**src/rtl/rfrc_pkg.sv**
```systemverilog
// Shared types, constants and the byte-wise CRC function for the RTU frame checker.
`default_nettype none

package rfrc_pkg;

  localparam int MaxFrame = 256;
  localparam int CntW     = $clog2(MaxFrame + 1);

  localparam logic [15:0] CrcPoly   = 16'hA001;
  localparam logic [15:0] CrcInit   = 16'hFFFF;
  localparam logic [7:0]  AddrMax   = 8'hF7;
  localparam logic [7:0]  AddrBcast = 8'h00;
  localparam logic [7:0]  DevAddrRst = 8'h01;

  typedef enum logic [1:0] {
    OpByte    = 2'd0,
    OpGapByte = 2'd1,
    OpLineErr = 2'd2,
    OpSilence = 2'd3
  } rfrc_op_e;

  typedef enum logic [2:0] {
    StOkOwn     = 3'd0,
    StOkBcast   = 3'd1,
    StCrcErr    = 3'd2,
    StNotAddr   = 3'd3,
    StTooShort  = 3'd4,
    StOverflow  = 3'd5
  } rfrc_status_e;

  typedef struct packed {
    logic [1:0] operation;
    logic [7:0] data;
  } rfrc_in_t;

  typedef struct packed {
    logic [2:0]      status;
    logic [CntW-1:0] frame_length;
    logic [7:0]      address;
  } rfrc_out_t;

  // Per-beat control from the frame checker to the result register
  typedef struct packed {
    logic      valid;
    rfrc_out_t res;
  } rfrc_res_t;

  function automatic logic [15:0] crc16_step(logic [15:0] acc, logic [7:0] b);
    logic [15:0] a;
    a = acc ^ {8'h00, b};
    for (int k = 0; k < 8; k++) begin
      if (a[0]) begin
        a = (a >> 1) ^ CrcPoly;
      end else begin
        a = a >> 1;
      end
    end
    return a;
  endfunction

endpackage

`default_nettype wire

```
**src/rtl/rfrc_in_stage.sv**
```systemverilog
// Input register for event beats.
`default_nettype none

module rfrc_in_stage (
  input  wire logic              clk_i,
  input  wire logic              rst_ni,
  input  wire logic              in_valid_i,
  output logic                   in_ready_o,
  input  wire rfrc_pkg::rfrc_in_t in_data_i,
  input  wire logic              take_i,
  output logic                   vld_o,
  output rfrc_pkg::rfrc_in_t     item_o
);

  logic               vld_q, vld_d;
  rfrc_pkg::rfrc_in_t item_q;
  logic               load;

  assign in_ready_o = !vld_q || take_i;
  assign load       = in_valid_i && in_ready_o;

  always_comb begin
    vld_d = vld_q;
    if (load) begin
      vld_d = 1'b1;
    end else if (take_i) begin
      vld_d = 1'b0;
    end
  end

  always_ff @(posedge clk_i or negedge rst_ni) begin
    if (!rst_ni) begin
      vld_q <= 1'b0;
    end else begin
      vld_q <= vld_d;
    end
  end

  always_ff @(posedge clk_i) begin
    if (load) begin
      item_q <= in_data_i;
    end
  end

  assign vld_o  = vld_q;
  assign item_o = item_q;

endmodule

`default_nettype wire

```
**src/rtl/rfrc_frame.sv**
```systemverilog
// Frame state, CRC accumulation and end-of-frame classification.
`default_nettype none

module rfrc_frame (
  input  wire logic               clk_i,
  input  wire logic               rst_ni,
  input  wire logic               cfg_we_i,
  input  wire logic [7:0]         cfg_wdata_i,
  input  wire logic               fire_i,
  input  wire rfrc_pkg::rfrc_in_t item_i,
  output rfrc_pkg::rfrc_res_t     res_o
);

  logic                      armed_q, armed_d;
  logic                      rcv_q, rcv_d;
  logic                      ovf_q, ovf_d;
  logic [rfrc_pkg::CntW-1:0] cnt_q, cnt_d;
  logic [15:0]               crc_q, crc_d;
  logic [7:0]                lt0_q, lt0_d;
  logic [7:0]                lt1_q, lt1_d;
  logic [7:0]                faddr_q, faddr_d;
  logic [7:0]                dev_q;
  rfrc_pkg::rfrc_status_e    status;
  rfrc_pkg::rfrc_op_e        op;

  assign op = rfrc_pkg::rfrc_op_e'(item_i.operation);

  // Classify the frame in hand: overflow, length, CRC, then address
  always_comb begin
    if (ovf_q) begin
      status = rfrc_pkg::StOverflow;
    end else if (cnt_q < rfrc_pkg::CntW'(3)) begin
      status = rfrc_pkg::StTooShort;
    end else if (crc_q != {lt1_q, lt0_q}) begin
      status = rfrc_pkg::StCrcErr;
    end else if (faddr_q == rfrc_pkg::AddrBcast) begin
      status = rfrc_pkg::StOkBcast;
    end else if (faddr_q <= rfrc_pkg::AddrMax && faddr_q == dev_q) begin
      status = rfrc_pkg::StOkOwn;
    end else begin
      status = rfrc_pkg::StNotAddr;
    end
  end

  always_comb begin
    armed_d = armed_q;
    rcv_d   = rcv_q;
    ovf_d   = ovf_q;
    cnt_d   = cnt_q;
    crc_d   = crc_q;
    lt0_d   = lt0_q;
    lt1_d   = lt1_q;
    faddr_d = faddr_q;
    res_o.valid            = 1'b0;
    res_o.res.status       = status;
    res_o.res.frame_length = cnt_q;
    res_o.res.address      = faddr_q;

    if (fire_i) begin
      case (op)
        rfrc_pkg::OpLineErr: begin
          armed_d = 1'b0;
          rcv_d   = 1'b0;
          ovf_d   = 1'b0;
          cnt_d   = '0;
          crc_d   = rfrc_pkg::CrcInit;
          lt0_d   = '0;
          lt1_d   = '0;
          faddr_d = '0;
        end
        rfrc_pkg::OpSilence: begin
          if (!armed_q || rcv_q) begin
            res_o.valid = armed_q;
            armed_d = 1'b1;
            rcv_d   = 1'b0;
            ovf_d   = 1'b0;
            cnt_d   = '0;
            crc_d   = rfrc_pkg::CrcInit;
            lt0_d   = '0;
            lt1_d   = '0;
            faddr_d = '0;
          end
        end
        default: begin
          if (armed_q) begin
            // Start a fresh frame on first byte or on a gap restart
            if (!rcv_q || (op == rfrc_pkg::OpGapByte && !ovf_q)) begin
              rcv_d   = 1'b1;
              ovf_d   = 1'b0;
              cnt_d   = '0;
              crc_d   = rfrc_pkg::CrcInit;
              lt0_d   = '0;
              lt1_d   = '0;
              faddr_d = '0;
            end
            if (!ovf_d) begin
              if (cnt_d >= rfrc_pkg::CntW'(rfrc_pkg::MaxFrame)) begin
                ovf_d = 1'b1;
              end else begin
                if (cnt_d >= rfrc_pkg::CntW'(2)) begin
                  crc_d = rfrc_pkg::crc16_step(crc_d, lt0_d);
                end
                lt0_d = lt1_d;
                lt1_d = item_i.data;
                if (cnt_d == '0) begin
                  faddr_d = item_i.data;
                end
                cnt_d = cnt_d + rfrc_pkg::CntW'(1);
              end
            end
          end
        end
      endcase
    end
  end

  always_ff @(posedge clk_i or negedge rst_ni) begin
    if (!rst_ni) begin
      armed_q <= 1'b0;
      rcv_q   <= 1'b0;
      ovf_q   <= 1'b0;
      cnt_q   <= '0;
      crc_q   <= rfrc_pkg::CrcInit;
      lt0_q   <= '0;
      lt1_q   <= '0;
      faddr_q <= '0;
      dev_q   <= rfrc_pkg::DevAddrRst;
    end else begin
      armed_q <= armed_d;
      rcv_q   <= rcv_d;
      ovf_q   <= ovf_d;
      cnt_q   <= cnt_d;
      crc_q   <= crc_d;
      lt0_q   <= lt0_d;
      lt1_q   <= lt1_d;
      faddr_q <= faddr_d;
      if (cfg_we_i) begin
        dev_q <= cfg_wdata_i;
      end
    end
  end

endmodule

`default_nettype wire

```
**src/rtl/rfrc_out_stage.sv**
```systemverilog
// Result register towards the output channel.
`default_nettype none

module rfrc_out_stage (
  input  wire logic                clk_i,
  input  wire logic                rst_ni,
  input  wire logic                fire_i,
  input  wire rfrc_pkg::rfrc_res_t res_i,
  output logic                     free_o,
  output logic                     out_valid_o,
  input  wire logic                out_ready_i,
  output rfrc_pkg::rfrc_out_t      out_data_o
);

  logic                vld_q, vld_d;
  rfrc_pkg::rfrc_out_t data_q;

  assign free_o = !vld_q || out_ready_i;

  always_comb begin
    vld_d = vld_q;
    if (fire_i && res_i.valid) begin
      vld_d = 1'b1;
    end else if (out_ready_i) begin
      vld_d = 1'b0;
    end
  end

  always_ff @(posedge clk_i or negedge rst_ni) begin
    if (!rst_ni) begin
      vld_q <= 1'b0;
    end else begin
      vld_q <= vld_d;
    end
  end

  always_ff @(posedge clk_i) begin
    if (fire_i && res_i.valid) begin
      data_q <= res_i.res;
    end
  end

  assign out_valid_o = vld_q;
  assign out_data_o  = data_q;

endmodule

`default_nettype wire

```
**src/rtl/rtu_frame_receiver_checker_top.sv**
```systemverilog
// Top level of the RTU frame receiver and CRC checker.
// Path: a silence beat is held in the input register, then its result beat in the result register.
// Throughput: one event beat per cycle; the input register empties whenever the
// result register is free, so ready only drops while a finished result is stalled.
// Reset: asynchronous, active low; the block comes up disarmed with device address 1
// and drops bytes until the first silence.
`default_nettype none

module rtu_frame_receiver_checker_top (
  input  wire logic                clk_i,
  input  wire logic                rst_ni,
  input  wire logic                cfg_we_i,
  input  wire logic [7:0]          cfg_wdata_i,
  input  wire logic                in_valid_i,
  output logic                     in_ready_o,
  input  wire rfrc_pkg::rfrc_in_t  in_data_i,
  output logic                     out_valid_o,
  input  wire logic                out_ready_i,
  output rfrc_pkg::rfrc_out_t      out_data_o
);

  logic                item_vld;
  rfrc_pkg::rfrc_in_t  item;
  logic                out_free;
  logic                fire;
  rfrc_pkg::rfrc_res_t res;

  // Advance the held beat when the result register can take whatever it yields
  assign fire = item_vld && out_free;

  // Hold one event beat so the checker sees a registered item
  rfrc_in_stage u_in (
    .clk_i      (clk_i),
    .rst_ni     (rst_ni),
    .in_valid_i (in_valid_i),
    .in_ready_o (in_ready_o),
    .in_data_i  (in_data_i),
    .take_i     (fire),
    .vld_o      (item_vld),
    .item_o     (item)
  );

  // Update frame state, run the CRC over all but the last two bytes,
  // and classify the frame on silence
  rfrc_frame u_frame (
    .clk_i       (clk_i),
    .rst_ni      (rst_ni),
    .cfg_we_i    (cfg_we_i),
    .cfg_wdata_i (cfg_wdata_i),
    .fire_i      (fire),
    .item_i      (item),
    .res_o       (res)
  );

  // Hold the result beat until the consumer takes it
  rfrc_out_stage u_out (
    .clk_i       (clk_i),
    .rst_ni      (rst_ni),
    .fire_i      (fire),
    .res_i       (res),
    .free_o      (out_free),
    .out_valid_o (out_valid_o),
    .out_ready_i (out_ready_i),
    .out_data_o  (out_data_o)
  );

endmodule

`default_nettype wire
```
**config.mk**
```make
export PLATFORM = sky130hd
export DESIGN_NAME = rtu_frame_receiver_checker_top
export DESIGN_NICKNAME = d
export VERILOG_FILES = /design/src/rtl/rfrc_pkg.sv /design/src/rtl/rfrc_in_stage.sv /design/src/rtl/rfrc_frame.sv /design/src/rtl/rfrc_out_stage.sv /design/src/rtl/rtu_frame_receiver_checker_top.sv
export SDC_FILE = /design/constraint.sdc
export NUM_CORES = 1
export LEC_CHECK = 0
export ABC_AREA = 1
export BUFFER_PORTS_ARGS = -buffer_cell sky130_fd_sc_hd__buf_4
export CAP_MARGIN = 5
export CORE_ASPECT_RATIO = 1.1
export CORE_UTILIZATION = 45
export DETAILED_ROUTE_END_ITERATION = 16
export PLACE_DENSITY = 0.66
export SLEW_MARGIN = 10
export SYNTH_ARGS = -nofsm -noshare
export SYNTH_HDL_FRONTEND = slang
export SYNTH_SLANG_ARGS = --single-unit
```
**constraint.sdc**
```tcl
create_clock -name clk_i -period 3 [get_ports clk_i]
set_clock_uncertainty 0.1 [all_clocks]
set_input_delay 0.6 -clock clk_i [delete_from_list [all_inputs] [get_ports clk_i]]
set_output_delay 0.6 -clock clk_i [all_outputs]
set_load 0.01 [all_outputs]
```
Yosys cells after proc, flatten, opt, wreduce, memory -nomap -nowiden
Index checks and enable logic that the tools add are counted.
{"block": "classes", "reduce_logical": 26, "magnitude_cmp": 4, "n_eq_ne": 6, "mux": 114, "bitwise_logic": 9, "addsub": 1}
{"operator": "$mux W16", "n": 59}
{"operator": "$mux W8", "n": 17}
{"operator": "$mux W9", "n": 8}
{"operator": "$pmux W8 S2", "n": 3}
{"operator": "$pmux W16 S2", "n": 1}
{"operator": "$not A2 Y3", "n": 8}
{"operator": "$mux W1", "n": 19}
{"operator": "$pmux W9 S2", "n": 1}
{"operator": "$ne A16 B16 Y1", "n": 1}
{"operator": "$xor A16 B8 Y16", "n": 1}
{"operator": "$add A9 B1 Y9 const B", "n": 1}
{"operator": "$ge A9 B2 Y1 const B", "n": 1}
{"operator": "$ge A9 B9 Y1 const B", "n": 1}
{"operator": "$logic_not A9 Y1", "n": 1}
{"operator": "$lt A9 B2 Y1 const B", "n": 1}
{"operator": "$eq A8 B8 Y1", "n": 1}
{"operator": "$le A8 B8 Y1 const B", "n": 1}
{"operator": "$logic_not A8 Y1", "n": 1}
{"operator": "$mux W2", "n": 3}
{"operator": "$pmux W1 S2", "n": 3}
{"operator": "$reduce_and A3 Y1", "n": 2}
{"operator": "$reduce_bool A2 Y1", "n": 3}
{"operator": "$reduce_bool A3 Y1", "n": 2}
{"operator": "$logic_and A1 B1 Y1", "n": 5}
{"operator": "7 further kinds", "n": 16}
{"block": "totals", "output_inout_bits": 22, "wordCells": 177, "ff_bits": 92, "inputBits": 23}

Longest topological paths before layout
{"block": "logic_depth", "depth_word": 71, "depth_mapped": 17, "mapped_depth_nobuf": 17}

Modules after synthesis
A second synthesis with hierarchy kept.
{"block": "unflattened", "cells_unflattened": 490, "hier_area_um2": 4530.6}
{"mod": "rfrc_frame", "cells_per_inst": 446, "seq_area_each_um2": 1522.7, "instances": 1, "area_per_inst_um2": 3528.4}
{"mod": "rfrc_out_stage", "cells_per_inst": 26, "seq_area_each_um2": 625.6, "instances": 1, "area_per_inst_um2": 649.4}
{"mod": "rfrc_in_stage", "cells_per_inst": 16, "seq_area_each_um2": 325.3, "instances": 1, "area_per_inst_um2": 345.3}
{"mod": "rtu_frame_receiver_checker_top", "cells_per_inst": 2, "seq_area_each_um2": 0.0, "instances": 1, "area_per_inst_um2": 7.5}

Worst setup path after synthesis
Ideal clock, no wire load.
{"block": "synth_path", "path_type": "input-to-reg", "startpoint": "in out_ready_i", "endpoint": "reg u_out.data_q, in the netlist u_out.out_data_o[0] (enable)", "required_time_ns": 2.450, "t_arrival_ns": 2.758, "path_stages": 4, "slack_ns": -0.308, "setup_time_ns": 0.450, "path_cell_list": "inv_1 nand2_1 nand2_1 nor4_1"}
{"block": "synth_via", "elab_chain_len": 4}
{"element": "start, declared", "line": "rtu_frame_receiver_checker_top.sv:18", "rtl": "input wire logic out_ready_i,"}
{"element": "$logic_or A1 B1 Y1 (*)", "line": "rfrc_out_stage.sv:18", "rtl": "assign free_o = !vld_q || out_ready_i;"}
{"element": "$logic_and A1 B1 Y1 (*)", "line": "rtu_frame_receiver_checker_top.sv:29", "rtl": "assign fire = item_vld && out_free;"}
{"element": "$mux W1", "line": "rfrc_frame.sv:59", "rtl": "if (fire_i) begin"}
{"element": "$logic_and A1 B1 Y1 (*)", "line": "rfrc_out_stage.sv:38", "rtl": "if (fire_i && res_i.valid) begin"}
{"element": "end signal, assigned", "line": "rfrc_out_stage.sv:39", "rtl": "data_q <= res_i.res;"}
{"element": "end, declared", "line": "rfrc_out_stage.sv:16", "rtl": "rfrc_pkg::rfrc_out_t data_q;"}
Every way passes the cells marked *; elsewhere a longest branch is shown, timed or not.
A chain may end at the register's enable or synchronous reset.

Worst setup path in the final report
{"block": "layout_path", "startpoint": "reg u_frame.ovf_q", "endpoint": "reg u_frame.crc_q[11]"}
{"block": "layout_via", "elab_chain_len": 65, "elab_cells_between_ends": 83, "cone_classes": "order compare: 2; mux: 71; bitwise: 7; reduce/logical: 3"}
{"element": "start, declared", "line": "rfrc_frame.sv:16", "rtl": "logic ovf_q, ovf_d;"}
{"element": "start signal, assigned", "line": "rfrc_frame.sv:131", "rtl": "ovf_q <= ovf_d;"}
{"element": "$logic_not A1 Y1", "line": "rfrc_frame.sv:87", "rtl": "if (!rcv_q || (op == rfrc_pkg::OpGapByte && !ovf_q)) begin"}
{"element": "$logic_and A1 B1 Y1", "line": "rfrc_frame.sv:87"}
{"element": "$logic_or A1 B1 Y1", "line": "rfrc_frame.sv:87"}
{"element": "$mux W16 or $mux W8 (tied branches)", "line": "rfrc_frame.sv:87"}
{"element": "$mux W16 or $mux W8 (tied branches)", "line": "rfrc_frame.sv:85", "rtl": "if (armed_q) begin"}
{"element": "$mux W16 or $mux W8 (tied branches)", "line": "rfrc_frame.sv:60", "rtl": "case (op)"}
{"element": "$mux W16 or $mux W8 (tied branches)", "line": "rfrc_frame.sv:59"}
{"element": "$xor A16 B8 Y16", "line": "rfrc_pkg.sv:50", "rtl": "a = acc ^ {8'h00, b};"}
{"element": "[49 not listed]"}
{"element": "$mux W16", "line": "rfrc_frame.sv:60"}
{"element": "$mux W16", "line": "rfrc_frame.sv:59"}
{"element": "$mux W16", "line": "rfrc_pkg.sv:52", "rtl": "if (a[0]) begin"}
{"element": "$mux W16", "line": "rfrc_frame.sv:100", "rtl": "if (cnt_d >= rfrc_pkg::CntW'(2)) begin"}
{"element": "$mux W16", "line": "rfrc_frame.sv:97", "rtl": "if (cnt_d >= rfrc_pkg::CntW'(rfrc_pkg::MaxFrame)) begin"}
{"element": "$mux W16 (*)", "line": "rfrc_frame.sv:96", "rtl": "if (!ovf_d) begin"}
{"element": "$mux W16 (*)", "line": "rfrc_frame.sv:85"}
{"element": "$pmux W16 S2 (*)", "line": "rfrc_frame.sv:60"}
{"element": "end signal, assigned", "line": "rfrc_frame.sv:123", "rtl": "crc_q <= rfrc_pkg::CrcInit;"}
{"element": "end signal, assigned", "line": "rfrc_frame.sv:133", "rtl": "crc_q <= crc_d;"}
{"element": "end, declared", "line": "rfrc_frame.sv:18", "rtl": "logic [15:0] crc_q, crc_d;"}
Every way passes the cells marked *; elsewhere a longest branch is shown, timed or not. The select of a mux whose other input is x is not followed.

==> run summary <==
• **clk root buf** clkbuf_8
• **clock tree from TritonCTS** yes
• **Register-to-Register Path Depth** 12
• **part of the total power dissipated in combinational logic** 24.8%
• **Final Power** 3.27 mW
• **Layout Cells excl Fill** 643
• **routed length per placed instance** 16.5 um
• **core box area** 9490 um2
• **starting density of the core** 47.1%
• **Port Buf Inserts** 44
• **placer's final routability congestion estimate** 0.904
• **Pins Over Slew Limit** 0
• **remaining max-slew budget at the tightest pin** 46.8%
• **Cells after Synth** 472
• **ant diodes** 0
• **met2 routing resource usage after global routing** 36.4%
• **final hold violation count** 0
• **# hold bufs at CTS** 0
• **Data required, critical path** 3.19 ns
• **Top Usage Layer GRT** met2
• **clock slew at reported path FFs** 0.10 ns
• **switching share of power** 35.5%
• **Int Power** 2.11 mW
• **pin count of the biggest net entering global routing** 63
• **initial antenna violation count** 0
• **first-pass GRT wire length** 17500 um
• **result of the run** finished clean
• **total global routing track utilization** 21.7%
• **Row Count** 37
• **count of unique library cells instantiated by Yosys** 43
• **Global Route met3 Usage** 2.80%
• **final wirelength** 10600 um
• **number of levels the H-tree was split into** 3
• **highest net fanout along the worst path** 19
• **met1 routing resource usage after global routing** 28.1%
• **RSZ-0062 raised after global routing** false
• **number of synthesis warnings** 0
• **final setup violation count** 0
• **transition time of the tightest slew-check pin** 0.798 ns
• **maximum VDD drop** 0.357 mV
• **power share of the clock group** 24.7%
• **Reg power frac** 50.5%
• **grt ovf** 0
• **max capacitance violation total** 0
• **worst-skew pair later-pin latency** 0.37 ns
• **syn avg cell area** 9.48 um2
• **worst reg2reg endpoint** u_frame.crc_q[11]
• **cell count after placement** 627
• **shortest clock period the worst path allows after layout** 2.51 ns
• **Initial DRT Pass Iterations** 7
• **FMAX** 398 MHz
• **Max Root-Sink Buffers** 2
• **Inserted Clock Buffers** 9
• **Post-Syn Area** 4470 um2
• **share of synthesized area occupied by flip-flops and latches** 55.3%
• **Avg Vias per Cell** 5.49
• **via count of the first global-routing pass** 3558
• **total setup buffers inserted after CTS** 0
• **data arrival time at the worst-slack endpoint** 2.71 ns
• **die span in x** 97.1 um
• **areal power density over the cells** 637 nW/um2
• **primary flip-flop cell chosen by synthesis mapping** dfrtp_1
• **half-perimeter wire length after placement** 7750 um
• **die height** 107 um
• **Synthesized Nets** 498
• **Total Neg Setup Slack** 0 ns
• **number of enable flip-flop cells after synthesis** 30
• **Final Net Count** 547
• **post-synthesis to final-layout area growth** 14.6%
• **Crit Path Category** register to register
• **post_cts resized** 0
• **cell leakage power** 2.28 nW
• **switching component of the power** 1.16 mW
• **number of DRC markers after the initial detailed-route iteration** 187
• **Tightest Hold Check Type** input pin to asynchronous set/reset pin
• **reg-to-reg critical path startpoint** u_frame.ovf_q
• **post-route antenna net violation count** 0
• **reg2reg setup slack** 0.49 ns
• **Setup crit end kind** register
• **number of ports placed on the die boundary** 45
• **share of cells above drive strength 1** 20.5%
• **DRC viols** 0
• **final clock period utilization by the worst path** 83.8%
• **via count** 3528
• **CP Launch Type** register
• **fraction of registers with async set or reset after synthesis** 67.4%
• **register bit total from synthesis** 92
• **Die Footprint** 10300 um2
• **TritonCTS Sinks** 92
[per-layer routing]
layer	wire, um	vias up	share of wire [%]
li1	-	1693	-
met1	4710	1716	44
met2	5190	95	49
met3	384	24	3.6
met4	317	0	3.0
met5	0	-	0
[cells in the mapped netlist (3+ instances only)]
master	count	area [um2]
nand4_1	5	31.3
dfstp_2	17	447
ha_1	3	37.5
inv_2	7	26.3
o22ai_1	25	156
edfxtp_1	30	901
nand2_1	81	304
xor2_1	21	184
a32oi_1	3	26.3
nor2_1	33	124
buf_6	3	33.8
a21oi_1	15	75.1
o21ai_0	27	135
nand3_1	21	105
a31oi_1	7	43.8
inv_1	64	240
dfrtp_1	45	1130
xnor2_1	4	35.0
o21ai_1	6	30.0
nor3_1	5	25.0
o211ai_1	4	30.0
mux2_2	6	67.6
clkbuf_1	6	22.5
nor4_1	9	56.3
[layout by cell type (no fill, tap or decap), drive strengths merged, types with 2 or more instances in the layout]
master and count:
nand2 83, inv 75, buf 49, dfrtp 45
nor2 37, o21ai 33, edfxtp 30, o22ai 25
nand3 22, xor2 21, dfstp 17, a21oi 15
clkbuf 9, nor4 9, a31oi 8, mux2 6
nand4 5, nor3 5, xnor2 4, o211ai 4
a32oi 3, ha 3, clkinv 3, a22oi 2
a22o 2, nor3b 2, or2 2
[worst max path at each step]
stage | startpoint | end | slack (ns) | cells past startpoint
after detailed placement | u_frame.ovf_q | u_frame.crc_q[3] | 0.50 | 12
after CTS | u_frame.ovf_q | u_frame.crc_q[11] | 0.50 | 12
after global routing | u_frame.ovf_q | u_frame.crc_q[1] | 0.26 | 11
after global placement | u_frame.ovf_q | u_frame.crc_q[11] | 0.63 | 12
after floorplan | u_in.item_o[9] | u_frame.crc_q[4] | 0.52 | 15
final | u_frame.ovf_q | u_frame.crc_q[11] | 0.49 | 12
[worst max-delay path, stage by stage (launching register included)]
cell     delay [ns]
dfrtp_1        0.46
inv_2          0.08
nand3_2        0.10
nand2_2        0.13
nor2_1         0.20
inv_1          0.10
ha_1           0.20
nor3_1         0.19
nand4_1        0.14
nand2_2        0.31
inv_2          0.16
o21ai_0        0.17
o21ai_1        0.08
[power by group through the flow]
stage          sequential (mW)  combinational, mW  clock, mW
2_1_floorplan             1.62              0.605          0
3_3_place_gp              1.67              0.790          0
3_5_place_dp              1.67              0.805          0
4_1_cts                   1.65              0.809      0.822
5_1_grt                   1.67              0.912      0.877
6_report                  1.65              0.810      0.809
[kinds of logic (layout without fill, tap and decap cells)]
group / Yosys count / count (layout) / share of synthesized area (%)
flops: 92 / 92 / 55.3
simple gates: 169 / 169 / 17.2
compound gates: 95 / 95 / 12.9
xor+xnor: 25 / 25 / 4.89
mux: 6 / 6 / 1.51
fa+ha+maj: 3 / 3 / 0.839
buf+inv: 82 / 136 / 7.44
[final cells by class]
type,instances,area [um2]
multi-input cells,298,1680
flip-flops and latches,92,2470
repair buffers,49,368
clock inverters,7,67.6
fillers,846,4360
inverters,71,267
well taps,117,146
clock buffers,9,124
[flip-flops by register name, indices dropped and copies added, names as in the netlist]
name	cells
u_frame.lt1_q	8
u_in.item_o	10
u_in.vld_o	1
u_frame.ovf_q	1
u_frame.dev_q	8
u_out.out_valid_o	1
u_frame.lt0_q	8
u_frame.crc_q	16
u_frame.rcv_q	1
u_out.out_data_o	20
u_frame.armed_q	1
u_frame.cnt_q	9
u_frame.faddr_q	8
[stage by stage]
step / cell area, um2 / setup WS, ns / utilization (%) / hold slack, ns
floorplan: 4480 / 0.522 / - / 0.204
global placement: 4940 / 0.625 / 52.0 / 0.334
detailed placement: 4940 / 0.501 / 52.0 / 0.342
CTS: 5130 / 0.495 / 54.0 / 0.235
global route: 5130 / 0.265 / 54.0 / 0.259
finish: 5130 / 0.485 / 54.0 / 0.210
Power figures use the tool's default switching activity.
